File: src/sv/chte_pkg.sv
package chte_pkg;

  localparam int Buckets  = 256;
  localparam int Capacity = 1024;
  localparam int BktW     = $clog2(Buckets);
  localparam int NodeW    = $clog2(Capacity);
  localparam int PtrW     = NodeW + 1;
  localparam int HashTop  = 30;
  localparam int HashSh   = (BktW <= HashTop) ? (HashTop - BktW) : 0;
  localparam logic [31:0] HashMult = 32'd1103515249;

  localparam logic [1:0] OpInsert = 2'd0;
  localparam logic [1:0] OpLookup = 2'd1;
  localparam logic [1:0] OpStart  = 2'd2;
  localparam logic [1:0] OpNext   = 2'd3;

  localparam logic [2:0] StOk      = 3'd0;
  localparam logic [2:0] StExists  = 3'd1;
  localparam logic [2:0] StMissing = 3'd2;
  localparam logic [2:0] StFull    = 3'd3;
  localparam logic [2:0] StWalkEnd = 3'd4;

endpackage

File: src/sv/chte_hash.sv
// Multiplicative bucket hash, one registered stage; low 64 bits of key*mult.
module chte_hash import chte_pkg::*; (
  input  logic            clk_i,
  input  logic [63:0]     key_i,
  output logic [BktW-1:0] bucket_o
);
  logic [63:0] lo_q, hi_q;
  logic [63:0] prod;

  // Two 32x32 partial products, registered before the final add
  always_ff @(posedge clk_i) begin
    lo_q <= {32'd0, key_i[31:0]} * {32'd0, HashMult};
    hi_q <= {32'd0, key_i[63:32]} * {32'd0, HashMult};
  end

  assign prod     = lo_q + {hi_q[31:0], 32'd0};
  assign bucket_o = prod[HashSh +: BktW];
endmodule

File: config.mk
export PLATFORM = sky130hd
export DESIGN_NAME = chte_hash
export DESIGN_NICKNAME = d
export VERILOG_FILES = /design/src/sv/chte_pkg.sv /design/src/sv/chte_hash.sv
export SDC_FILE = /design/constraint.sdc
export NUM_CORES = 1
export LEC_CHECK = 0
export ABC_AREA = 1
export BUFFER_PORTS_ARGS = -buffer_cell sky130_fd_sc_hd__buf_4
export CAP_MARGIN = 20
export CORE_ASPECT_RATIO = 0.7
export CORE_UTILIZATION = 25
export DETAILED_ROUTE_END_ITERATION = 7
export SYNTH_ARGS = -nofsm -noshare
export SYNTH_HDL_FRONTEND = slang
export SYNTH_SLANG_ARGS = --single-unit
File: constraint.sdc
create_clock -name clk_i -period 14.4 [get_ports clk_i]
set_input_delay 2.88 -clock clk_i [delete_from_list [all_inputs] [get_ports clk_i]]
set_output_delay 2.88 -clock clk_i [all_outputs]
set_load 0.005 [all_outputs]
# Word level (Yosys, flattened, before mapping)
# Index checks and enable logic that the tools add are counted.
dict set report totals {
  regBits 30
  input_bits 65
  wordCells 3
}
dict set report classes {
  n_addsub 1
  n_mul 1
}
# cell n
set ops {}
lappend ops {{multiplier 32 x 31 -> 30 bit (second input constant)} 1}
lappend ops {{adder 30 x 1 -> 30 bit (second input constant)} 1}

# Logic depth before layout (Yosys ltp)
dict set report logic_depth {
  word_depth 1
  mapped_depth 27
  mapped_depth_nobuf 27
}

# Worst setup path after synthesis
# OpenSTA, ideal clock, no wires.
dict set report synth_timing {
  kind {input to register}
  start {input port key_i[14]}
  end {register lo_q[29]}
  setup_time_ps 112
  arrival_time_ps 7885
  required_ps 14288
  path_slack_ps 6403
  stages 24
  path_cell_list {inv_1 fa_1 inv_1 fa_1 fa_1 inv_1 fa_1 inv_1 fa_1 inv_1 fa_1 inv_1 fa_1 ha_1 ha_1 nand2_1 nor3_2 nand2_1 nor4_2 nand2_1 clkinv_1 nor2_1 nand3_1 nand2_1}
}
dict set report synth_between {
  elab_chain_cells 1
}
# item line
set synth_lines {}
lappend synth_lines {{start: declaration} chte_hash.sv:4} ;# input logic [63:0] key_i,
lappend synth_lines {{multiplier 32 x 31 -> 30 bit} chte_hash.sv:12} ;# lo_q <= {32'd0, key_i[31:0]} * {32'd0, HashMult};
lappend synth_lines {{end signal: assignment} chte_hash.sv:12}
lappend synth_lines {{end: declaration} chte_hash.sv:7} ;# logic [63:0] lo_q, hi_q;
# No other way between the ends.

# Final worst setup path
dict set report layout_timing {
  start {input port key_i[10]}
  end {register lo_q[27]}
}
# Same word-level chain as after synthesis.

==> run metrics <==
status=finished, final reports clean; Die X=204 um; MaxCap Viol Count=0; number of synthesized register bits=8; dominant cell type by area after synthesis=fa_1; Overall Global Routing Usage=around an eighth; largest net degree at the start of global routing=10; non-filler cells in the finished layout=approximately 1.2k; Final setup viols=0; maximum clock frequency=about 0.12 GHz; CTS Hold Bufs=0; crit start category=input port; final-stage net count=between 1k and 1.5k; layout cells sized above 1=around 7.4%; final period utilization=roughly 60%; Initial Util=between 20% and 30%; Core Area=around 28000 um2; CP arrival=8.59 ns; prevailing post-synth register cell=dfxtp_1; initial antenna violation count=0; RSZ-0062 raised after global routing=false; Distinct cells, synth=29; Yosys warnings=0; Setup Buffers After CTS=0; IO Count=73; Clock Tree Buf Depth=2; Worst Tran Pin Value=between 0.3 and 0.4 ns; Post-Place Worst Slack=5.66 ns; Fill cells=between 2k and 3k; clock buffer count from CTS=3; HPWL Detailed=approximately 16000 um; Post-synth ARST share=0%; DIE AREA=29200 um2; GPL Wtd Cong=approximately 0.91; final antenna-violating net count=0; crit path max fanout=5; depth of the CTS H-tree=1; vias in the first global route=roughly 5.3k; max reg flops=8; n_diodes=0; EDFF count, synth=0; WS Path Type=input port to flop; global-route wire length before repair=~29000 um; Final Hold Viols=0; final wirelength=approximately 18000 um; post-DR wirelength/cell=between 10 and 15 um; Max-slew headroom=about 74%; top cell type's share of synthesized area=between 40% and 50%; Net Count, Synth=1177; Slew Limit Fails=0; Port-buffer cells=38; Largest Register=lo_q; multi-input logic area=5910 um2; top area cells in the synthesized netlist=fa_1 (41%), ha_1 (27%), inv_1 (14%); clock root buffer=clkbuf_16; PostCTS Resize Cnt=0; Reg clk slew, reported paths=0.03 ns; Placed Cells=about 1.2k; row count=51; Syn Inst Count=816; required time worst endpoint=approximately 15 ns; Synth-to-Final Area Change=11.6%; Post-Syn Area=around 7100 um2; die height=between 100 and 150 um; FF/Latch Area=about 160 um2; routed vias=between 5k and 6k; Mean Syn Cell Area=slightly below 9 um2; CP endpoint kind=flop; grt total ovfl=0; first drt pass iteration count=5; CTS tree=built; Regs by FF count=lo_q: 8 flops; Hold WC Path Type=input port to flop; DRT iter0 DRCs=between 200 and 300; minimum clock period=roughly 8.5 ns; clock sink count=8; Post-Route Setup TNS=0 ns; DRC Markers=0; via/cell ratio=roughly 4.1; Seq/Total Area, Yosys=2.25%; final worst slack=roughly 5.9 ns
[worst max-delay path, cell delays in order]
cell and delay (ns):
buf_4 0.15, inv_1 0.20, fa_1 0.59, inv_1 0.05, fa_1 0.37, fa_1 0.49
inv_1 0.05, fa_1 0.54, inv_1 0.08, fa_1 0.50, fa_1 0.57, fa_1 0.41
ha_1 0.28, ha_1 0.34, a21oi_1 0.27, o21ai_0 0.19, a221oi_1 0.34, nand3_1 0.13
nand2_1 0.09, nand2_1 0.06
[cells in the final DEF, fill, tap and decap left out, types with 2 or more instances in the layout]
cell type	instances
nand3b_1	2
nand3_1	24
a31oi_1	3
a21oi_1	16
nor3_2	3
ha_1	151
inv_1	270
nand2_1	114
inv_2	8
fa_1	145
buf_4	38
o21bai_1	4
nor3_1	5
nand2_2	7
nand4_1	5
o21ai_0	10
xnor2_1	3
nand3_2	2
nor2_1	19
clkbuf_16	3
xor2_1	6
dfxtp_1	8
a21o_1	3
[cell usage after synthesis (2+ instances only)]
| master | n |
|---|---|
| a21o_1 | 3 |
| a21oi_1 | 16 |
| a31oi_1 | 3 |
| dfxtp_1 | 8 |
| fa_1 | 145 |
| ha_1 | 151 |
| inv_1 | 270 |
| inv_2 | 8 |
| nand2_1 | 114 |
| nand2_2 | 7 |
| nand3_1 | 24 |
| nand3_2 | 2 |
| nand3b_1 | 2 |
| nand4_1 | 5 |
| nor2_1 | 19 |
| nor3_1 | 5 |
| nor3_2 | 3 |
| o21ai_0 | 10 |
| o21bai_1 | 4 |
| xnor2_1 | 3 |
| xor2_1 | 6 |
[cell type report]
| type | count | share of cell area, % |
|---|---|---|
| multi-input combinational | 529 | 74.4 |
| inverter | 279 | 13.2 |
| tap | 371 | 5.84 |
| timing repair buffer | 38 | 3.59 |
| sequential | 8 | 2.02 |
| clock buffer | 3 | 0.945 |
[worst paths after layout]
kind | to | cells after the start | start | slack (ns)
worst min-delay path | lo_q[25]$_DFF_P_ | 6 | key_i[4] | 3.44
worst max-delay path | lo_q[27]$_DFF_P_ | 20 | key_i[10] | 5.93
[logic make-up (layout without fill, tap and decap cells)]
kind of cell	after synthesis	count (layout)	share of synthesized area (%)
DFF	8	8	2.25
adders and majority gates	296	296	67.3
AOI/OAI and AO/OA	40	40	3.23
buffers and inverters	279	320	14.7
and+or+nand+nor	184	184	11.4
xor gates and xnor gates	9	9	1.11
[layer usage]
| metal | vias to the layer above | track usage [%] | wire [um] |
|---|---|---|---|
| li1 | 2508 | - | - |
| met4 | 0 | 0.712 | 40 |
| met1 | 2456 | 21.1 | 9860 |
| met2 | 103 | 18.2 | 6710 |
| met5 | - | 0 | 0 |
| met3 | 5 | 1.28 | 923 |
[metrics by stage]
step	area [um2]	utilization [%]	hold slack (ns)
after floorplan	7120	-	3.16
after global placement	7870	28.2	3.26
after detailed placement	7870	28.2	3.26
after CTS	7950	28.5	3.48
after global routing	7950	28.5	3.52
final	7950	28.5	3.44
Power is not shown: default switching activity piles up to over one toggle a cycle in this logic, so the estimate is an artifact.
